## config.mk

```make
export PLATFORM = sky130hd
export DESIGN_NAME = wnpp_scan_unit
export DESIGN_NICKNAME = d
export VERILOG_FILES = /design/src/design/assert_macros.svh /design/src/design/wnpp_pkg.sv /design/src/design/wnpp_scan_unit.sv
export SDC_FILE = /design/constraint.sdc
export NUM_CORES = 2
export LEC_CHECK = 0
export BUFFER_PORTS_ARGS = -buffer_cell sky130_fd_sc_hd__buf_2
export CAP_MARGIN = 20
export CORE_MARGIN = 8
export CORE_UTILIZATION = 26
export DETAILED_ROUTE_END_ITERATION = 10
export PLACE_DENSITY = 0.49
export SYNTH_ARGS = -nofsm -noshare
export SYNTH_HDL_FRONTEND = slang
export SYNTH_SLANG_ARGS = --single-unit
```

## constraint.sdc

```tcl
create_clock -name clk -period 6.7 [get_ports clk]
set_input_delay 0.67 -clock clk [delete_from_list [all_inputs] [get_ports clk]]
set_output_delay 0.67 -clock clk [all_outputs]
set_load 0.01 [all_outputs]
```

## src/design/assert_macros.svh

```systemverilog
// Assertion macros used by windowed_nearest_path_point_unit.
`ifndef ASSERT_MACROS_SVH
`define ASSERT_MACROS_SVH

`ifndef ASSERT_OFF

`define ASSERT_PROP(lbl, prop, msg) \
  lbl: assert property (@(posedge clk) disable iff (rst) prop) else $error(msg);

`define ASSERT_NEVER(lbl, cond, msg) \
  lbl: assert property (@(posedge clk) disable iff (rst) !(cond)) else $error(msg);

`else

`define ASSERT_PROP(lbl, prop, msg)

`define ASSERT_NEVER(lbl, cond, msg)

`endif

`endif

```

## src/design/wnpp_pkg.sv

```systemverilog
`timescale 1ns / 1ps

package wnpp_pkg;

  localparam int MAX_POINTS_DEF     = 1024;
  localparam int DEFAULT_WINDOW_DEF = 150;

  localparam int COORD_W  = 24;
  localparam int IDX_IN_W = 10;
  localparam int LEN_W    = 11;
  localparam int SPAN_W   = 12;
  localparam int DIST_W   = 2 * COORD_W + 1;
  localparam int S_DATA_W = 96;
  localparam int M_DATA_W = 16;

  typedef enum logic {
    CMD_WRITE = 1'b0,
    CMD_QUERY = 1'b1
  } cmd_t;

  typedef struct packed {
    logic             valid;
    logic             first;
    logic             last;
    logic [LEN_W-1:0] idx;
  } scan_tag_t;

  typedef struct packed {
    logic             done;
    logic [LEN_W-1:0] sel;
  } scan_done_t;

endpackage

```

## src/design/wnpp_scan_unit.sv

```systemverilog
`timescale 1ns / 1ps

module wnpp_scan_unit (
  input  logic                              clk,
  input  logic                              rst,
  input  wnpp_pkg::scan_tag_t               tag_in,
  input  logic signed [wnpp_pkg::COORD_W-1:0] veh_x,
  input  logic signed [wnpp_pkg::COORD_W-1:0] veh_y,
  input  logic [2*wnpp_pkg::COORD_W-1:0]    pt_data,
  output wnpp_pkg::scan_done_t              done
);
  import wnpp_pkg::*;

  localparam int DIFF_W = COORD_W + 1;
  localparam int SQ_W   = 2 * COORD_W;

  scan_tag_t tag1, tag2, tag3, tag4;

  logic signed [DIFF_W-1:0]   pt_x, pt_y;
  logic signed [DIFF_W-1:0]   dx, dy;
  logic signed [2*DIFF_W-1:0] prod_x, prod_y;
  logic [SQ_W-1:0]            sqx, sqy;
  logic [DIST_W-1:0]          dist_sum;
  logic [DIST_W-1:0]          best;
  logic [LEN_W-1:0]           best_idx;
  logic                       take;

  assign pt_x   = DIFF_W'(signed'(pt_data[COORD_W-1:0]));
  assign pt_y   = DIFF_W'(signed'(pt_data[2*COORD_W-1:COORD_W]));
  assign prod_x = dx * dx;
  assign prod_y = dy * dy;
  assign take   = tag4.first || (dist_sum < best);

  assign done.done = tag4.valid && tag4.last;
  assign done.sel  = take ? tag4.idx : best_idx;

  always_ff @(posedge clk) begin
    if (rst) begin
      tag1 <= '0;
      tag2 <= '0;
      tag3 <= '0;
      tag4 <= '0;
    end else begin
      tag1 <= tag_in;
      tag2 <= tag1;
      tag3 <= tag2;
      tag4 <= tag3;
    end
  end

  always_ff @(posedge clk) begin
    dx       <= pt_x - DIFF_W'(veh_x);
    dy       <= pt_y - DIFF_W'(veh_y);
    sqx      <= prod_x[SQ_W-1:0];
    sqy      <= prod_y[SQ_W-1:0];
    dist_sum <= DIST_W'(sqx) + DIST_W'(sqy);
    if (tag4.valid && take) begin
      best     <= dist_sum;
      best_idx <= tag4.idx;
    end
  end

endmodule

```

==> results.md <==
- Status: finished, violations left
- Failing checks: negative setup slack
- Initial DRC Count: 1197
- Largest net degree at the start of global routing: 61
- Final Core Density: 32.4%
- Clk_skew: 0.0508 ns
- Largest family of logic cells by synthesized area: adder cells
- First-pass GRT wire length: 209 mm
- Top FF cell, synth: dfxtp_1
- Area of the multi-input gates: 41300 sq um
- Netlist cell types: 74
- Endpoints failing setup: 4
- Clk buf depth: 3
- Synthesized area: 52600 sq um
- Count leader, synth: inv_1
- Synth async-reset ratio: 0%
- Nets@finish: 7793
- Final instance area: 65200 sq um
- DRC viols: 0
- Die height: 466 um
- Max Fclk: 146 MHz
- Synth area leaders: fa_1, inv_1, ha_1, dfxtp_1, edfxtp_1
- Initial core utilization: 26.1%
- Ports: 124
- Worst setup margin: -0.135 ns
- H-Tree Depth: 2
- Slew @ Worst Pin: 0.926 ns
- First-pass DRT Iterations: 5
- Number of global-route vias before repair: 40900
- Post-synth top area share: 45.2%
- FP Rows: 165
- CP required: 7.22 ns
- Adder-cell share of the synthesized area: 55.6%
- Worst-Skew Late Latency: 0.61 ns
- Max Fanout on Critical Path: 8
- CP endpoint kind: flop
- Synth Area in XOR/XNOR: 3.38%
- Vias per cell: 4.14
- Register area share after synthesis: 12.9%
- Mux contribution to synthesized area: 0.312%
- CTS buffer count: 41
- Dominant cell type by area after synthesis: fa_1
- Clock slew at reported path FFs: 0.06 ns
- Synth warn: 0
- WL final: 127 mm
- Hpwl dp: 111 mm
- GR Util All Layers: 11.9%
- GRT overflow: 0
- DR WL/cell: 14.5 um
- CTS tree: built
- Reg-to-reg setup timing slack: -0.14 ns
- Post-synth EDFFs: 60
- # diodes: 0
- Vias: 36300
- Gate Count Post-Synth: 5336
- Core ar.: 201000 sq um
- Placed cell area: 61100 sq um
- Startpoint Class: flop
- Syn nets: 7070
- Die Wd: 466 um
- Fin. Hold Viols: 0
- RSZ-0062 raised after global routing: true
- Post-route ant nets: 0
- Clock sinks: 309
- Synth Register Bits: 309
- Clock root buffer: clkbuf_16
- Compound-cell area share of the yosys netlist: 5.88%
- Simple-Gate Fraction of Synth Area: 10.4%
- Min-delay worst type: primary input to flop
- Final max-slew violation count: 0
- Final worst path period share: 102%
- Synth cell count leaders: inv_1, fa_1, ha_1
- P&R area growth vs syn: 24.1%
- Gp weighted congestion: 0.838
- Slew Limit Headroom: 37.4%
- Critical path type: flop to flop
- Layout cell share with drive strength beyond 1: 20.8%
- Max Cap Viol: 0
- Die ar.: 217000 sq um
- Mean Syn Cell Area: 9.85 sq um
- Initial antenna violation count: 7
- Critical path arrival: 7.35 ns
- Register area: 6890 sq um
- I/O Buffers: 123
- Post-route minimum period: 6.84 ns
- Fillcell total: 21000
==> state kept, by name (all words and copies together) (netlist names) <==
register and flops:
best 49, dist_sum 49, sqx 47, sqy 47
dx 25, dy 25, tag1 14, tag2 14
tag3 14, tag4 14, best_idx 11
==> cell usage in the layout, fill, tap and decap left out, drive strengths merged, types with 46 or more instances in the layout <==
cell       n
and2     241
edfxtp    60
a21oi    151
xor2      46
inv     1489
buf      809
nor2b    114
fa      1186
xnor2    154
nor2     158
a21o      84
nand2    396
dfxtp    249
o21ai     65
clkbuf    60
ha       436
==> final cells by class <==
type | instances | area share, %
Clock buffer | 56 | 1.81
Timing Repair Buffer | 813 | 10.2
Inverter | 1489 | 8.61
Multi-Input combinational cell | 3405 | 63.3
Clock inverter | 19 | 0.349
Sequential cell | 309 | 10.6
Tap cell | 2672 | 5.13
==> worst paths after layout <==
path | startpoint | to | cells after the start
max reg2reg | dx[3] | sqx[44] | 22
max | dx[3] | sqx[44] | 22
min | tag_in[12] | tag1[12] | 2
min reg2reg | dist_sum[38] | best[38] | 0
==> cells by family after synthesis <==
logic type,Yosys count
adder cells (fa/ha/maj),1622
buffers and inverters,1622
AO/OA/AOI/OAI,465
AND/OR/NAND/NOR,1102
multiplexers,15
flip-flops,309
XOR/XNOR,201
==> repair_timing <==
action | 4_1_cts | 5_1_grt
cloned | 0 | 4
pin swaps | 118 | 225
hold endpoints to repair | 0 | 0
setup buffers | 17 | 54
resized for setup | 234 | 301
hold buffers | 0 | 0
setup endpoints to repair | 38 | 38
==> metal layers <==
metal / share of wire, % / track usage, % / vias to the layer above
met5: 0.010 / 0 / -
met4: 2.3 / 2.68 / 2
met3: 2.3 / 1.32 / 156
met2: 53 / 22.3 / 354
met1: 42 / 14.6 / 18500
li1: - / - / 17300
==> worst max-delay path, cell delays in order, from the launching register on <==
cell,delay [ns]
dfxtp_4,0.35
buf_6,0.13
buf_8,0.13
and2_4,0.17
fa_2,0.49
buf_6,0.16
fa_2,0.60
clkinvlp_4,0.09
buf_4,0.15
fa_1,0.50
inv_1,0.05
fa_1,0.52
fa_2,0.48
fa_1,0.52
inv_1,0.05
fa_1,0.49
inv_2,0.05
ha_4,0.27
nand3_2,0.10
or3b_4,0.45
a311o_1,0.43
or4_1,0.51
nand3_1,0.09
==> through the flow <==
step / TNS [ns] / instances / hold slack [ns] / worst slack (ns)
2_1_floorplan: 0 / 5336 / 0.347 / 0.000309
3_3_place_gp: -8.75 / 8621 / 0.412 / -0.611
3_5_place_dp: -8.98 / 8621 / 0.416 / -0.611
4_1_cts: -0.126 / 8710 / 0.285 / -0.0783
5_1_grt: -3.91 / 8763 / 0.305 / -0.356
6_report: -0.217 / 8763 / 0.337 / -0.135
Power is not shown: default switching activity piles up to over one toggle a cycle in this logic, so the estimate is an artifact.
